## src/hdl/tccu_pkg.sv

```systemverilog
// ----------------------------------------------------------------------------
// tccu_pkg: shared types and constants of the text console cursor engine
// Character codes, register indexes, configuration and job records.
// ----------------------------------------------------------------------------
package tccu_pkg;

  // Control characters
  localparam logic [7:0] CH_BS  = 8'd8;
  localparam logic [7:0] CH_TAB = 8'd9;
  localparam logic [7:0] CH_LF  = 8'd10;
  localparam logic [7:0] CH_CR  = 8'd13;

  // Tab stop spacing, a power of two
  localparam int unsigned TAB_STEP = 4;

  // Register indexes on the configuration port
  localparam int unsigned   CFG_IDX_W       = 3;
  localparam logic [2:0]    REG_COLUMNS     = 3'd0;
  localparam logic [2:0]    REG_ROWS        = 3'd1;
  localparam logic [2:0]    REG_CELL_WIDTH  = 3'd2;
  localparam logic [2:0]    REG_CELL_HEIGHT = 3'd3;
  localparam logic [2:0]    REG_LEFT_PAD    = 3'd4;
  localparam logic [2:0]    REG_TOP_PAD     = 3'd5;
  localparam logic [2:0]    REG_LINE_STRIDE = 3'd6;
  localparam logic [2:0]    REG_BPP         = 3'd7;
  localparam int unsigned   CFG_DATA_W      = 16;

  // Saturation limits
  localparam logic [13:0] PIX_MAX = 14'h3FFF;
  localparam logic [29:0] OFF_MAX = 30'h3FFF_FFFF;

  // Job queue between front and back
  localparam int unsigned QUEUE_DEPTH = 4;
  localparam int unsigned QPTR_W      = 2;
  localparam int unsigned QCNT_W      = 3;

  typedef struct packed {
    logic [7:0]  columns;
    logic [7:0]  rows;
    logic [5:0]  cell_width;
    logic [5:0]  cell_height;
    logic [11:0] left_pad;
    logic [11:0] top_pad;
    logic [15:0] line_stride;
    logic [2:0]  bytes_per_pixel;
  } cfg_t;

  typedef struct packed {
    logic       print;      // printable byte: report the cell position
    logic       glyph;
    logic [7:0] col;        // cursor before the step
    logic [7:0] row;
    logic [7:0] col_after;
    logic [7:0] row_after;
    logic       last;
  } job_t;

endpackage

```

## src/hdl/text_console_cursor_engine.sv

```systemverilog
// Text console cursor engine, top level.
// Each job passes the job queue and then stage 1, stage 2 and the result register.
// Throughput: one character per cycle; the back pipeline stalls as a whole on
// output backpressure; a 4-entry job queue lets the front accept until it is full.
// Reset: rst_ni clears the cursor to the origin, empties queue and pipeline,
// and loads the register defaults (80 x 25 cells of 8 x 16, stride 2560, 4 B/px).
// ----------------------------------------------------------------------------
// text_console_cursor_engine: character stream to cursor and cell addresses
// Holds the configuration registers and joins front, job queue and back end.
// ----------------------------------------------------------------------------
module text_console_cursor_engine
  import tccu_pkg::*;
(
  input  logic                  clk_i,
  input  logic                  rst_ni,
  input  logic                  cfg_we_i,
  input  logic [CFG_IDX_W-1:0]  cfg_idx_i,
  input  logic [CFG_DATA_W-1:0] cfg_data_i,
  input  logic                  s_axis_tvalid,
  output logic                  s_axis_tready,
  input  logic [7:0]            s_axis_tdata,   // [7:0] char_code
  input  logic                  s_axis_tuser,   // [0] glyph_present
  input  logic                  s_axis_tlast,
  output logic                  m_axis_tvalid,
  input  logic                  m_axis_tready,
  // [13:0] pixel_x, [27:14] pixel_y, [57:28] fb_offset,
  // [65:58] col_after, [73:66] row_after, [79:74] zero
  output logic [79:0]           m_axis_tdata,
  output logic                  m_axis_tuser,   // [0] draw
  output logic                  m_axis_tlast
);

  cfg_t        cfg_q;
  logic        push;
  logic        pop;
  logic        queue_full;
  logic        queue_empty;
  job_t        job_in;
  job_t        job_out;
  logic [13:0] pixel_x;
  logic [13:0] pixel_y;
  logic [29:0] fb_offset;
  logic [7:0]  col_after;
  logic [7:0]  row_after;

  always_ff @(posedge clk_i or negedge rst_ni) begin
    if (!rst_ni) begin
      cfg_q.columns         <= 8'd80;
      cfg_q.rows            <= 8'd25;
      cfg_q.cell_width      <= 6'd8;
      cfg_q.cell_height     <= 6'd16;
      cfg_q.left_pad        <= 12'd0;
      cfg_q.top_pad         <= 12'd0;
      cfg_q.line_stride     <= 16'd2560;
      cfg_q.bytes_per_pixel <= 3'd4;
    end else if (cfg_we_i) begin
      case (cfg_idx_i)
        REG_COLUMNS:     cfg_q.columns         <= cfg_data_i[7:0];
        REG_ROWS:        cfg_q.rows            <= cfg_data_i[7:0];
        REG_CELL_WIDTH:  cfg_q.cell_width      <= cfg_data_i[5:0];
        REG_CELL_HEIGHT: cfg_q.cell_height     <= cfg_data_i[5:0];
        REG_LEFT_PAD:    cfg_q.left_pad        <= cfg_data_i[11:0];
        REG_TOP_PAD:     cfg_q.top_pad         <= cfg_data_i[11:0];
        REG_LINE_STRIDE: cfg_q.line_stride     <= cfg_data_i;
        REG_BPP:         cfg_q.bytes_per_pixel <= cfg_data_i[2:0];
        default: ;
      endcase
    end
  end

  tccu_front u_front (
    .clk_i           (clk_i),
    .rst_ni          (rst_ni),
    .cfg_i           (cfg_q),
    .valid_i         (s_axis_tvalid),
    .ready_o         (s_axis_tready),
    .char_code_i     (s_axis_tdata),
    .glyph_present_i (s_axis_tuser),
    .last_char_i     (s_axis_tlast),
    .queue_full_i    (queue_full),
    .push_o          (push),
    .job_o           (job_in)
  );

  tccu_fifo u_fifo (
    .clk_i   (clk_i),
    .rst_ni  (rst_ni),
    .push_i  (push),
    .data_i  (job_in),
    .full_o  (queue_full),
    .pop_i   (pop),
    .data_o  (job_out),
    .empty_o (queue_empty)
  );

  tccu_back u_back (
    .clk_i          (clk_i),
    .rst_ni         (rst_ni),
    .cfg_i          (cfg_q),
    .job_valid_i    (!queue_empty),
    .job_i          (job_out),
    .pop_o          (pop),
    .m_valid_o      (m_axis_tvalid),
    .m_ready_i      (m_axis_tready),
    .draw_o         (m_axis_tuser),
    .pixel_x_o      (pixel_x),
    .pixel_y_o      (pixel_y),
    .fb_offset_o    (fb_offset),
    .col_after_o    (col_after),
    .row_after_o    (row_after),
    .end_of_write_o (m_axis_tlast)
  );

  assign m_axis_tdata = {6'd0, row_after, col_after, fb_offset, pixel_y, pixel_x};

endmodule

```

## src/hdl/tccu_fifo.sv

```systemverilog
// ----------------------------------------------------------------------------
// tccu_fifo: job queue
// Short register queue that decouples the cursor front from the address back.
// ----------------------------------------------------------------------------
module tccu_fifo
  import tccu_pkg::*;
(
  input  logic clk_i,
  input  logic rst_ni,
  input  logic push_i,
  input  job_t data_i,
  output logic full_o,
  input  logic pop_i,
  output job_t data_o,
  output logic empty_o
);

  job_t              entry_q [QUEUE_DEPTH];
  logic [QPTR_W-1:0] wr_ptr_q, wr_ptr_d;
  logic [QPTR_W-1:0] rd_ptr_q, rd_ptr_d;
  logic [QCNT_W-1:0] count_q, count_d;

  assign full_o  = (count_q == QCNT_W'(QUEUE_DEPTH));
  assign empty_o = (count_q == '0);
  assign data_o  = entry_q[rd_ptr_q];

  always_comb begin
    wr_ptr_d = wr_ptr_q + QPTR_W'(push_i);
    rd_ptr_d = rd_ptr_q + QPTR_W'(pop_i);
    count_d  = count_q + QCNT_W'(push_i) - QCNT_W'(pop_i);
  end

  always_ff @(posedge clk_i or negedge rst_ni) begin
    if (!rst_ni) begin
      wr_ptr_q <= '0;
      rd_ptr_q <= '0;
      count_q  <= '0;
    end else begin
      wr_ptr_q <= wr_ptr_d;
      rd_ptr_q <= rd_ptr_d;
      count_q  <= count_d;
    end
  end

  always_ff @(posedge clk_i) begin
    if (push_i) begin
      entry_q[wr_ptr_q] <= data_i;
    end
  end

`ifndef SYNTHESIS
  a_no_overflow: assert property (@(posedge clk_i) disable iff (!rst_ni)
    push_i |-> !full_o)
    else $error("job queue written while full");

  a_no_underflow: assert property (@(posedge clk_i) disable iff (!rst_ni)
    pop_i |-> !empty_o)
    else $error("job queue read while empty");

  a_ptr_track: assert property (@(posedge clk_i) disable iff (!rst_ni)
    1'b1 |=> (wr_ptr_q - rd_ptr_q) == count_q[QPTR_W-1:0])
    else $error("job queue pointers disagree with fill count");
`endif

endmodule

```

## src/hdl/tccu_front.sv

```systemverilog
// ----------------------------------------------------------------------------
// tccu_front: character front end
// Accepts characters, decodes control codes and updates the text cursor.
// ----------------------------------------------------------------------------
module tccu_front
  import tccu_pkg::*;
(
  input  logic       clk_i,
  input  logic       rst_ni,
  input  cfg_t       cfg_i,
  input  logic       valid_i,
  output logic       ready_o,
  input  logic [7:0] char_code_i,
  input  logic       glyph_present_i,
  input  logic       last_char_i,
  input  logic       queue_full_i,
  output logic       push_o,
  output job_t       job_o
);

  logic [7:0] col_q, col_d;
  logic [7:0] row_q, row_d;
  logic       enabled;
  logic       print;
  logic [8:0] col_inc;
  logic [8:0] row_inc;
  logic [8:0] tab_col;
  logic [7:0] row_next;

  assign ready_o = !queue_full_i;
  assign push_o  = valid_i && ready_o;
  assign enabled = (cfg_i.columns != '0) && (cfg_i.rows != '0);

  always_comb begin
    col_inc  = {1'b0, col_q} + 9'd1;
    row_inc  = {1'b0, row_q} + 9'd1;
    row_next = (row_inc >= {1'b0, cfg_i.rows}) ? 8'd0 : row_inc[7:0];
    // advance to the next tab stop after the current column
    tab_col  = ({1'b0, col_q} + 9'(TAB_STEP)) & ~9'(TAB_STEP - 1);
    col_d    = col_q;
    row_d    = row_q;
    print    = 1'b0;
    if (enabled) begin
      case (char_code_i)
        CH_BS: begin
          if (col_q != '0) begin
            col_d = col_q - 8'd1;
          end else if (row_q != '0) begin
            col_d = cfg_i.columns - 8'd1;
            row_d = row_q - 8'd1;
          end
        end
        CH_TAB: begin
          if (tab_col < {1'b0, cfg_i.columns}) begin
            col_d = tab_col[7:0];
          end
        end
        CH_CR: begin
          col_d = '0;
        end
        CH_LF: begin
          col_d = '0;
          row_d = row_next;
        end
        default: begin
          print = 1'b1;
          if (col_inc >= {1'b0, cfg_i.columns}) begin
            col_d = '0;
            row_d = row_next;
          end else begin
            col_d = col_inc[7:0];
          end
        end
      endcase
    end
  end

  always_comb begin
    job_o.print     = print;
    job_o.glyph     = glyph_present_i;
    job_o.col       = col_q;
    job_o.row       = row_q;
    job_o.col_after = col_d;
    job_o.row_after = row_d;
    job_o.last      = last_char_i;
  end

  always_ff @(posedge clk_i or negedge rst_ni) begin
    if (!rst_ni) begin
      col_q <= '0;
      row_q <= '0;
    end else if (push_o) begin
      col_q <= col_d;
      row_q <= row_d;
    end
  end

endmodule

```

## src/hdl/tccu_back.sv

```systemverilog
// ----------------------------------------------------------------------------
// tccu_back: cell address back end
// Three-stage pipeline: pixel origin, products, offset sum and saturation.
// ----------------------------------------------------------------------------
module tccu_back
  import tccu_pkg::*;
(
  input  logic        clk_i,
  input  logic        rst_ni,
  input  cfg_t        cfg_i,
  input  logic        job_valid_i,
  input  job_t        job_i,
  output logic        pop_o,
  output logic        m_valid_o,
  input  logic        m_ready_i,
  output logic        draw_o,
  output logic [13:0] pixel_x_o,
  output logic [13:0] pixel_y_o,
  output logic [29:0] fb_offset_o,
  output logic [7:0]  col_after_o,
  output logic [7:0]  row_after_o,
  output logic        end_of_write_o
);

  logic        advance;

  // stage 1: pixel origin
  logic        s1_valid_q;
  job_t        s1_job_q;
  logic [14:0] s1_x_q, s1_x_d;
  logic [14:0] s1_y_q, s1_y_d;

  // stage 2: offset products
  logic        s2_valid_q;
  job_t        s2_job_q;
  logic [13:0] s2_px_q;
  logic [13:0] s2_py_q;
  logic [30:0] s2_row_off_q;
  logic [17:0] s2_col_off_q;

  // stage 3: result register
  logic        out_valid_q;
  logic [31:0] off_sum;
  logic [29:0] off_sat;

  assign advance = !out_valid_q || m_ready_i;
  assign pop_o   = advance && job_valid_i;

  always_comb begin
    s1_x_d  = 15'(job_i.col * cfg_i.cell_width) + 15'(cfg_i.left_pad);
    s1_y_d  = 15'(job_i.row * cfg_i.cell_height) + 15'(cfg_i.top_pad);
    off_sum = 32'(s2_row_off_q) + 32'(s2_col_off_q);
    off_sat = (off_sum > 32'(OFF_MAX)) ? OFF_MAX : off_sum[29:0];
  end

  always_ff @(posedge clk_i or negedge rst_ni) begin
    if (!rst_ni) begin
      s1_valid_q  <= 1'b0;
      s2_valid_q  <= 1'b0;
      out_valid_q <= 1'b0;
    end else if (advance) begin
      s1_valid_q  <= job_valid_i;
      s2_valid_q  <= s1_valid_q;
      out_valid_q <= s2_valid_q;
    end
  end

  always_ff @(posedge clk_i) begin
    if (advance) begin
      s1_job_q     <= job_i;
      s1_x_q       <= s1_x_d;
      s1_y_q       <= s1_y_d;
      s2_job_q     <= s1_job_q;
      s2_px_q      <= (s1_x_q > 15'(PIX_MAX)) ? PIX_MAX : s1_x_q[13:0];
      s2_py_q      <= (s1_y_q > 15'(PIX_MAX)) ? PIX_MAX : s1_y_q[13:0];
      s2_row_off_q <= s1_y_q * cfg_i.line_stride;
      s2_col_off_q <= s1_x_q * cfg_i.bytes_per_pixel;
      // control codes report a zero position
      draw_o         <= s2_job_q.print & s2_job_q.glyph;
      pixel_x_o      <= s2_job_q.print ? s2_px_q : '0;
      pixel_y_o      <= s2_job_q.print ? s2_py_q : '0;
      fb_offset_o    <= s2_job_q.print ? off_sat : '0;
      col_after_o    <= s2_job_q.col_after;
      row_after_o    <= s2_job_q.row_after;
      end_of_write_o <= s2_job_q.last;
    end
  end

  assign m_valid_o = out_valid_q;

`ifndef SYNTHESIS
  a_hold_stage1: assert property (@(posedge clk_i) disable iff (!rst_ni)
    (s1_valid_q && !advance) |=> s1_valid_q)
    else $error("stage 1 item lost during stall");

  a_pop_moves: assert property (@(posedge clk_i) disable iff (!rst_ni)
    pop_o |=> s1_valid_q)
    else $error("popped job did not enter stage 1");

  a_stall_no_pop: assert property (@(posedge clk_i) disable iff (!rst_ni)
    (out_valid_q && !m_ready_i) |-> !pop_o)
    else $error("job popped while result stalled");
`endif

endmodule
```

## config.mk

```make
export PLATFORM = sky130hd
export DESIGN_NAME = text_console_cursor_engine
export DESIGN_NICKNAME = d
export VERILOG_FILES = /design/src/hdl/tccu_pkg.sv /design/src/hdl/text_console_cursor_engine.sv /design/src/hdl/tccu_fifo.sv /design/src/hdl/tccu_front.sv /design/src/hdl/tccu_back.sv
export SDC_FILE = /design/constraint.sdc
export NUM_CORES = 1
export LEC_CHECK = 0
export ABC_AREA = 0
export BUFFER_PORTS_ARGS = -buffer_cell sky130_fd_sc_hd__buf_4
export CAP_MARGIN = 30
export CORE_UTILIZATION = 46
export CTS_CLUSTER_DIAMETER = 60
export DETAILED_ROUTE_END_ITERATION = 7
export GPL_ROUTABILITY_DRIVEN = 0
export SYNTH_ARGS = -nofsm -noshare
export SYNTH_HDL_FRONTEND = slang
export SYNTH_SLANG_ARGS = --single-unit
```

## constraint.sdc

```tcl
create_clock -name clk_i -period 6.37 [get_ports clk_i]
set_input_delay 1.5925 -clock clk_i [delete_from_list [all_inputs] [get_ports clk_i]]
set_output_delay 1.5925 -clock clk_i [all_outputs]
set_load 0.05 [all_outputs]
```

---- Yosys cells after proc, flatten, opt, wreduce, memory -nomap -nowiden ----
Memory sizes are Yosys's and may differ from the RTL's.
Cells that the tools add are included.
cells by class
  add/subtract/negate cells ............... 13
  multiply operators ...................... 4
  $lt $le $gt $ge ......................... 6
  equal/unequal tests ..................... 12
  multiplexer cells ....................... 17
  bitwise operators ....................... 1
  reductions and logical operators ........ 24
operator list
  cell                                                             count
  two-way mux 8 bit                                                10
  one-hot mux 8 bit (3 select lines)                               2
  adder 31 x 18 -> 32 bit                                          1
  == test 8 x 4 -> 1 bit, second input constant                    4
  greater-than comparator 32 x 30 -> 1 bit, second input constant  1
  nonzero test 8 bit                                               4
  multiplier 15 x 16 -> 31 bit                                     1
  adder 14 x 12 -> 15 bit                                          2
  greater-than comparator 15 x 14 -> 1 bit, second input constant  2
  two-way mux 30 bit                                               1
  multiplier 8 x 6 -> 14 bit                                       2
  subtractor 8 x 1 -> 8 bit, second input constant                 3
  adder 8 x 1 -> 9 bit, second input constant                      2
  >= comparator 9 x 8 -> 1 bit                                     2
  multiplier 15 x 3 -> 18 bit                                      1
  AND reduction 2 bit                                              8
  == test 3 bit, second input constant                             5
  adder 8 x 3 -> 9 bit, second input constant                      1
  < comparator 9 x 8 -> 1 bit                                      1
  == test 3 x 2 -> 1 bit, second input constant                    2
  logical NOT 3 bit                                                2
  adder 2 x 1 -> 2 bit                                             2
  two-way mux 1 bit                                                4
  OR reduction 2 bit                                               2
  8 further kinds                                                  12
word-level totals
  flip-flop bits (word level) ............. 318
  memory bits (writable) .................. 140
  input port bits ......................... 34
  output and inout port bits .............. 84
  word-level logic and storage cells ...... 117
  memories kept ........................... 1
memory list
  memory          words  bits a word  read ports  clocked after Yosys merged registers in  wr ports  line             text
  u_fifo.entry_q  4      35           1           0                                        1         tccu_fifo.sv:18  job_t entry_q [QUEUE_DEPTH];

---- Logic depth before layout (Yosys ltp) ----
Gate-level depths: netlist (run 1).
  word-level depth ........................ 6
  gate-level depth with buffers ........... 23
  depth with buffers taken out ............ 22

---- Cells and area by module ----
Synthesis (run 1) repeated with hierarchy kept, for this count alone.
second synthesis, totals
  cells, all modules ...................... 2753
  area, all modules ....................... 32413.6 µm²
modules (own cells, without submodules)
  module                      instances  cells an instance  area each (µm²)  sequential area each (µm²)
  tccu_back                   1          1981               21225.4          6711.4
  tccu_fifo                   1          208                5446.5           4379.2
  tccu_front                  1          397                2936.6           400.4
  text_console_cursor_engine  1          167                2805.2           1789.2

---- Least setup slack after synthesis (run 1) ----
OpenSTA, ideal clock, no wires.
  path kind ............................... input-to-reg
  from .................................... in m_axis_tready
  to ...................................... reg u_back.s2_valid_q
  library setup time ...................... 0.090 ns
  arrival ................................. 7.140 ns
  data required time ...................... 6.280 ns
  slack ................................... -0.860 ns
  cell stages on the path ................. 3
  buffers on the path ..................... 0
  path through ............................ inv_1 nand2_1 mux2_2
between the ends
  longest elaborated chain between the ends .. 1
ends and longest elaborated chain
  item                  line                              text
  from (decl)           text_console_cursor_engine.sv:25  input logic m_axis_tready,
  logical OR 1 bit      tccu_back.sv:46                   assign advance = !out_valid_q || m_ready_i;
  net u_back.advance    tccu_back.sv:25                   logic advance;
  to (signal assigned)  tccu_back.sv:63                   s2_valid_q <= s1_valid_q;
  to (decl)             tccu_back.sv:34                   logic s2_valid_q;
The timed path passes the listed nets, and every way through them passes these cells.
A chain may end at the register's enable or synchronous reset.

---- Worst setup path in the final report (run 1) ----
  from .................................... reg cfg_q[13] (netlist bit)
  to ...................................... reg u_back.s2_row_off_q[28] (data pin)
between the ends
  longest elaborated chain between the ends .. 1
ends and longest elaborated chain
  item                          line                              text
  from (decl)                   text_console_cursor_engine.sv:33  cfg_t cfg_q;
  multiplier 15 x 16 -> 31 bit  tccu_back.sv:76                   s2_row_off_q <= s1_y_q * cfg_i.line_stride;
  to (signal assigned)          tccu_back.sv:76
  to (decl)                     tccu_back.sv:38                   logic [30:0] s2_row_off_q;
Every way passes these cells.

==> results of run 1 <==
==> through the flow <==
step	hold slack, ns	worst slack, ns	area (um2)	std cells
global placement	0.4035	0.1392	34020	3745
detailed placement	0.4045	0.07676	34050	3746
CTS	0.4174	0.005989	35830	3844
global route	0.4192	-0.03180	36180	3862
finish	0.4171	0.1958	36180	3862
floorplan	0.4003	0.1373	31980	2745
==> flip-flops by register name (all words and copies together), names as in the netlist, 14 cells and up <==
signal	cells
u_fifo.entry_q	140
cfg_q	71
u_back.s2_row_off_q	31
u_back.fb_offset_o	30
u_back.s1_job_q	19
u_back.s2_job_q	19
u_back.s2_col_off_q	18
u_back.s1_x_q	15
u_back.s1_y_q	15
u_back.pixel_x_o	14
u_back.pixel_y_o	14
u_back.s2_px_q	14
u_back.s2_py_q	14
==> path summary, 6_finish.rpt <==
| kind | end | cells after the start |
|---|---|---|
| hold / removal | u_back.row_after_o[3]$_DFFE_PP_ | 0 |
| setup / recovery | u_back.s2_row_off_q[28]$_DFFE_PP_ | 22 |
| max in group asynchronous | cfg_q[7]$_DFFE_PN0P_ | 2 |
| min in group asynchronous | cfg_q[65]$_DFFE_PN0P_ | 1 |
| setup reg to reg | u_back.s2_row_off_q[28]$_DFFE_PP_ | 22 |
| hold reg to reg | u_back.row_after_o[3]$_DFFE_PP_ | 0 |
==> final cells by class <==
cell class	count	area (um2)
Clock inverter	28	349.1
Multi-Input combinational cell	1822	17130
Timing Repair Buffer	186	1444
Inverter	367	1378
Fill cell	6001	32520
Sequential cell	458	13280
Clock buffer	70	1429
Tap cell	931	1165
==> cells by family (layout without fill, tap and decap cells) <==
group           Yosys count  after routing
simple gates            766            766
fa+ha+maj               493            493
buf+inv                 465            651
flops                   458            458
compound gates          337            337
xor+xnor                116            116
mux                     104            104
other cells               1              6
==> timing repair <==
action,4_1_cts,5_1_grt
resized for setup,0,49
setup endpoints to repair,0,9
endpoints found under the hold margin,0,0
buffers inserted,0,17
==> critical path: cells and delay by family (launching register included) <==
kind	cells	cell delay (ns)
adders and majority gates	7	3.22
AOI/OAI and AO/OA	5	1.02
and+or+nand+nor	4	0.97
DFF	1	0.44
buffers and inverters	6	0.31
==> cell usage in the layout (no fill, tap or decap), drive strengths merged, types with 8 or more instances in the layout <==
| cell type | synthesis | routed |
|---|---|---|
| fa | 264 | 264 |
| o211ai | 8 | 8 |
| nor2b | 9 | 9 |
| inv | 367 | 372 |
| clkinv | 0 | 12 |
| nand2 | 276 | 276 |
| nand4 | 10 | 10 |
| nand3 | 47 | 47 |
| and2 | 223 | 223 |
| dfstp | 10 | 10 |
| o21ai | 73 | 73 |
| mux4 | 35 | 35 |
| ha | 229 | 229 |
| a21boi | 8 | 8 |
| a21oi | 85 | 85 |
| mux2 | 66 | 66 |
| a211oi | 19 | 19 |
| xor2 | 35 | 35 |
| nor2 | 77 | 77 |
| clkbuf | 65 | 70 |
| a31oi | 19 | 19 |
| a21o | 55 | 55 |
| buf | 33 | 186 |
| o21bai | 14 | 14 |
| nand2b | 11 | 11 |
| edfxtp | 361 | 361 |
| nor4 | 8 | 8 |
| and3 | 18 | 18 |
| nor3 | 31 | 31 |
| or2 | 35 | 35 |
| xnor2 | 81 | 81 |
| dfrtp | 87 | 87 |
==> metal layers <==
metal  up-vias  share of wire
met5         -              0
met4         0          0.024
met3        99          0.054
met2       525           0.47
met1     10150           0.45
li1       9543              -
==> out/qor.yml, run 1 <==
sta:
  max_slew_margin: 0.3726
  timing.clock.skew_ns: 0.05272
  finalWorstPathRequiredPeriod_ns: 6.174
  tightest_slew_ns: 0.9369
  achievable-frequency_mhz: 162.0
  finalMaxSlewViolations: 0
  hold_viol: 0
  setup_viol: 0
  min_period_over_period: 0.9693
  grt_setup_unrepaired: "yes"
  finalSetupTns_ns: 0
detailed_routing:
  detail_route.wl_per_cell_um: 18.33
  vias: 20310
  detail_route.drc_violations: 0
  drt_pre_antenna_iters: 5
  vias_per_cell: 5.259
  routed_wl_mm: 70.80
  number_of_nets_with_antenna_violations_after_detailed_routing: 0
  detailedRoute.firstIterationViolations: 1332
placement:
  dp_hpwl_mm: 53.76
  number_of_port_buffers: 111
worst_setup_path:
  crit_start: "cfg_q[13]$_DFFE_PN0P_"
  crit_required_ns: 6.79
  slowest_stage: "fa_1"
  critPathCaptureType: "flip-flop"
  path_class: "flip-flop to flip-flop"
  r2r_slack_ns: 0.20
  crit-reg2reg-launch: "cfg_q[13]$_DFFE_PN0P_"
  critical_path.max_fanout: 5
  crit_arrival_ns: 6.60
  worstSetupStartpointType: "flip-flop"
  max_stage_delay_ns: 0.53
  critPathMostFrequentCell: "fa_1"
  crit_chain: "and2_4, fa_1, inv_1, fa_1, inv_1, fa_1, inv_1, fa_1, inv_1, fa_1, inv_1, fa_1, inv_2, ha_4, and3_4, and3_4, a2111oi_4, o21ai_2, a21oi_2, a311o_2, or4b_1, o211ai_1"
outcome:
  outcome: "finished clean"
job:
  timing.max_cap.violations: 0
layout:
  layout-drive-gt1-share: 0.1617
  final_core_utilization: 0.5266
  antenna-diode-count: 0
  final_net_count: 3414
  area_delta_synth_final_pct: 13.22
cts:
  cts.clk_slew.worst_paths_ns: 0.06
  cts_hold_buffers: 0
  cts_buffers: 52
  clock_path_buffers: 3
  clockRootBuffer: "clkbuf_16"
  cts_tree: "done"
  clk_latency_ns: 0.63
  clock_sink_count: 458
  htree_levels: 2
global_routing:
  grt.met1_usage: 0.2790
  first_global_vias: 20720
  wire_length_of_the_first_global_routing_pass_mm: 112.0
  gr-usage-met3: 0.02768
  grtUsageMet2: 0.3293
  grt_max_degree: 102
  grt_antenna_before_repair: 2
  grt-busiest-layer: "met2"
  gr-total-overflow: 0
  total_global_route_track_usage: 0.2016
synthesis:
  synth_top_cell_area_share: 0.3392
  synth_area_per_cell_um2: 11.66
  synth_largest_area_cell: "edfxtp_1"
  synth_compound_gate_area_share: 0.07090
  synth-xor-area-share: 0.03179
  synth.cell_area_um2: 31960
  synth_area_leaders: "edfxtp_1, fa_1, ha_1, dfrtp_1, and2_1"
  synth-async-reset-ratio: 0.2118
  yosysWarnings: 0
  synth_adder_area_share: 0.2550
  synth_top_cells_by_count: "inv_1, edfxtp_1, nand2_1"
  combinational_family_with_the_most_area_after_synthesis: "adder cells"
  synth.most_common_cell: "inv_1"
  synth_simple_gate_area_frac: 0.1215
  synth-main-ff-cell: "edfxtp_1"
  synth_mux_area_frac: 0.04886
  synth_seq_area_share: 0.4156
  synth_cell_types: 89
  synth-edff-count: 361
  synth_seq_cells: 458
  gate_count_after_technology_mapping: 2740
floorplanning:
  floorplan.rows: 96
  coreArea_um2: 68710
  dieArea_um2: 70530
  die-width_um: 265.6
  floorplan.io_pins: 118
  dieHeight_um: 265.6
  initial_utilization: 0.4651
hold_path:
  hold_path.class: "flip-flop to flip-flop"
  hold_path_startpoint: "u_back.s2_job_q[4]$_DFFE_PP_"
Power of run 1 is not shown: default switching activity piles up to over one toggle a cycle in this logic, so the estimate is an artifact.
==> run 2: changes to the inputs <==
--- a/config.mk
+++ b/config.mk
@@ -8,7 +8,7 @@
 export ABC_AREA = 0
 export BUFFER_PORTS_ARGS = -buffer_cell sky130_fd_sc_hd__buf_4
 export CAP_MARGIN = 30
-export CORE_UTILIZATION = 46
+export CORE_UTILIZATION = 41
 export CTS_CLUSTER_DIAMETER = 60
 export DETAILED_ROUTE_END_ITERATION = 7
 export GPL_ROUTABILITY_DRIVEN = 0
==> run 2 against run 1 <==
  * Clock skew is 0.017 ns higher
  * Die area is 12% higher
  * Wire length is 2.1% higher
  * Highest routed layer unchanged
  * First-iteration DRC count is 2.9% lower
  * Sequential share of layout area is 0.30 points lower
==> out/qor.yml, run 2 (same netlist as run 1, synthesis figures left out) <==
outcome:
  outcome: "finished clean"
cts:
  clk_latency_ns: 0.66  # +0.03 ns
  cts_hold_buffers: 0  # unchanged
  clock_path_buffers: 3  # unchanged
  clockRootBuffer: "clkbuf_16"
  cts_buffers: 55  # +5.8%
  htree_levels: 2  # unchanged
  clock_sink_count: 458  # unchanged
  cts_tree: "done"
  cts.clk_slew.worst_paths_ns: 0.06  # about the same
layout:
  layout.cells.most_common_list: "edfxtp_1, inv_1, nand2_1, fa_1, ha_1"
  biggestRegsByFlops: "u_fifo.entry_q: 140 flops, cfg_q: 71 flops, u_back.s2_row_off_q: 31 flops"
  multiInputGateArea_um2: 17110  # -0.15%
  final_core_utilization: 0.4717  # -0.05495
  final_design_area_no_fill_um2: 36480  # +0.82%
  area_delta_synth_final_pct: 14.15
  fillers: 7056  # +18%
  register_name_with_the_most_flops: "u_fifo.entry_q"
  largest_register_ff_count: 140  # unchanged
  layout.area.seq_um2: 13280  # about the same
  final_net_count: 3427  # +0.38%
  layout-drive-gt1-share: 0.1660  # +0.004268
  layout_commonest_cell: "edfxtp_1"
  antenna-diode-count: 0  # unchanged
sta:
  hold_viol: 0  # unchanged
  tightest_slew_ns: 0.9570  # +0.02008 ns
  min_period_over_period: 0.9828  # +0.01355
  finalMaxSlewViolations: 0  # unchanged
  layout_setup_ws_ns: 0.1095  # -0.08631 ns
  setup_viol: 0  # unchanged
  finalWorstPathRequiredPeriod_ns: 6.260  # +0.08631 ns
  achievable-frequency_mhz: 159.7  # -1.4%
  timing.clock.skew_ns: 0.06991  # +0.01719 ns
  finalSetupTns_ns: 0  # unchanged
  max_slew_margin: 0.3620  # -0.01065
  grt_setup_unrepaired: "yes"
worst_setup_path:
  critical_path.max_fanout: 5  # unchanged
  worst_reg2reg_endpoint: "u_back.s2_row_off_q[28]$_DFFE_PP_"
  critPathCaptureType: "flip-flop"
  worstSetupStartpointType: "flip-flop"
  path_class: "flip-flop to flip-flop"
  r2r_slack_ns: 0.11  # -0.09 ns
  r2r_cells: 21  # -4.5%
  crit-reg2reg-launch: "u_back.s1_y_q[5]$_DFFE_PP_"
  crit_arrival_ns: 6.70  # +0.10 ns
  crit_required_ns: 6.81  # +0.02 ns
detailed_routing:
  vias_per_cell: 5.143  # -2.2%
  vias: 20500  # +0.93%
  detail_route.wl_per_cell_um: 18.14  # -1.1%
  drt_pre_antenna_iters: 5  # unchanged
  routed_wl_mm: 72.29  # +2.1%
  number_of_nets_with_antenna_violations_after_detailed_routing: 0  # unchanged
  detailedRoute.firstIterationViolations: 1294  # -2.9%
  detail_route.drc_violations: 0  # unchanged
floorplanning:
  initial_utilization: 0.4132  # -0.05192
  floorplan.rows: 102  # +6.3%
  die-width_um: 281.2  # +5.9%
  dieHeight_um: 281.2  # +5.9%
  floorplan.io_pins: 118  # unchanged
  coreArea_um2: 77340  # +13%
  dieArea_um2: 79070  # +12%
global_routing:
  grt_antenna_before_repair: 0  # -2
  first_global_vias: 21540  # +3.9%
  wire_length_of_the_first_global_routing_pass_mm: 115.8  # +3.4%
  gr-total-overflow: 0  # unchanged
  total_global_route_track_usage: 0.1862  # -0.01537
  grt_max_degree: 98  # -3.9%
hold_path:
  hold-path-endpoint: "u_back.s2_job_q[1]$_DFFE_PP_"
  hold_path_startpoint: "u_back.s1_job_q[1]$_DFFE_PP_"
  hold_path.class: "flip-flop to flip-flop"
  whs_path_depth: 0  # unchanged
placement:
  dp_hpwl_mm: 54.72  # +1.8%
  number_of_port_buffers: 111  # unchanged
  preCtsSetupSlack_ns: -0.1033  # -0.1800 ns
  placed_cell_area_um2: 34200  # +0.45%
job:
  timing.max_cap.violations: 0  # unchanged
run 2: worst max path at each step:
stage                     depth (start not counted)                           endpoint                  startpoint
after detailed placement                         19  u_back.s2_row_off_q[30]$_DFFE_PP_  u_back.s1_y_q[7]$_DFFE_PP_
after CTS                                        21  u_back.s2_row_off_q[28]$_DFFE_PP_  u_back.s1_y_q[5]$_DFFE_PP_
after floorplan                                  23  u_back.s2_row_off_q[28]$_DFFE_PP_  u_back.s1_y_q[5]$_DFFE_PP_
after global placement                           21  u_back.s2_row_off_q[28]$_DFFE_PP_  u_back.s1_y_q[5]$_DFFE_PP_
after global routing                             21  u_back.s2_row_off_q[28]$_DFFE_PP_  u_back.s1_y_q[0]$_DFFE_PP_
final                                            21  u_back.s2_row_off_q[28]$_DFFE_PP_  u_back.s1_y_q[5]$_DFFE_PP_
run 2: stage by stage:
step,std cells,hold slack (ns)
2_1_floorplan,2745,0.4003
3_3_place_gp,3858,0.4005
3_5_place_dp,3860,0.4045
4_1_cts,3973,0.4114
5_1_grt,3986,0.4237
6_report,3986,0.4114
run 2: routing by layer:
layer / GRT usage / vias up / wire (um)
met5: 0 / - / 0
met4: 0.05829 / 0 / 2080
met3: 0.03059 / 120 / 3483
met2: 0.3164 / 514 / 35090
met1: 0.2423 / 10300 / 31640
li1: - / 9565 / -
run 2: cell type report:
class                      count  area share
sequential                   458      0.3641
timing repair buffer         196     0.04119
clock buffer                  76     0.04209
inverter                     367     0.03776
clock inverter                27     0.01015
multi-input combinational   1822      0.4690
tap                         1040     0.03567
run 2: critical path, stage by stage, from the launching register on:
cell	delay, ns
edfxtp_1	0.44
buf_6	0.16
and2_4	0.15
fa_1	0.53
inv_1	0.05
fa_1	0.50
inv_2	0.04
fa_1	0.46
fa_1	0.49
fa_1	0.51
inv_1	0.05
fa_1	0.51
inv_2	0.05
ha_4	0.22
and3_4	0.18
and3_4	0.18
a2111oi_4	0.41
o21ai_2	0.15
a21oi_2	0.15
a311o_2	0.25
or4b_4	0.48
o211ai_1	0.11
run 2: timing repair:
item,in CTS,in global routing
endpoints found under the setup margin,3,5
pin swaps,1,36
cloned,0,1
resized for setup,2,45
buffers inserted,10,12
Power of run 2 is left out for the same reason.
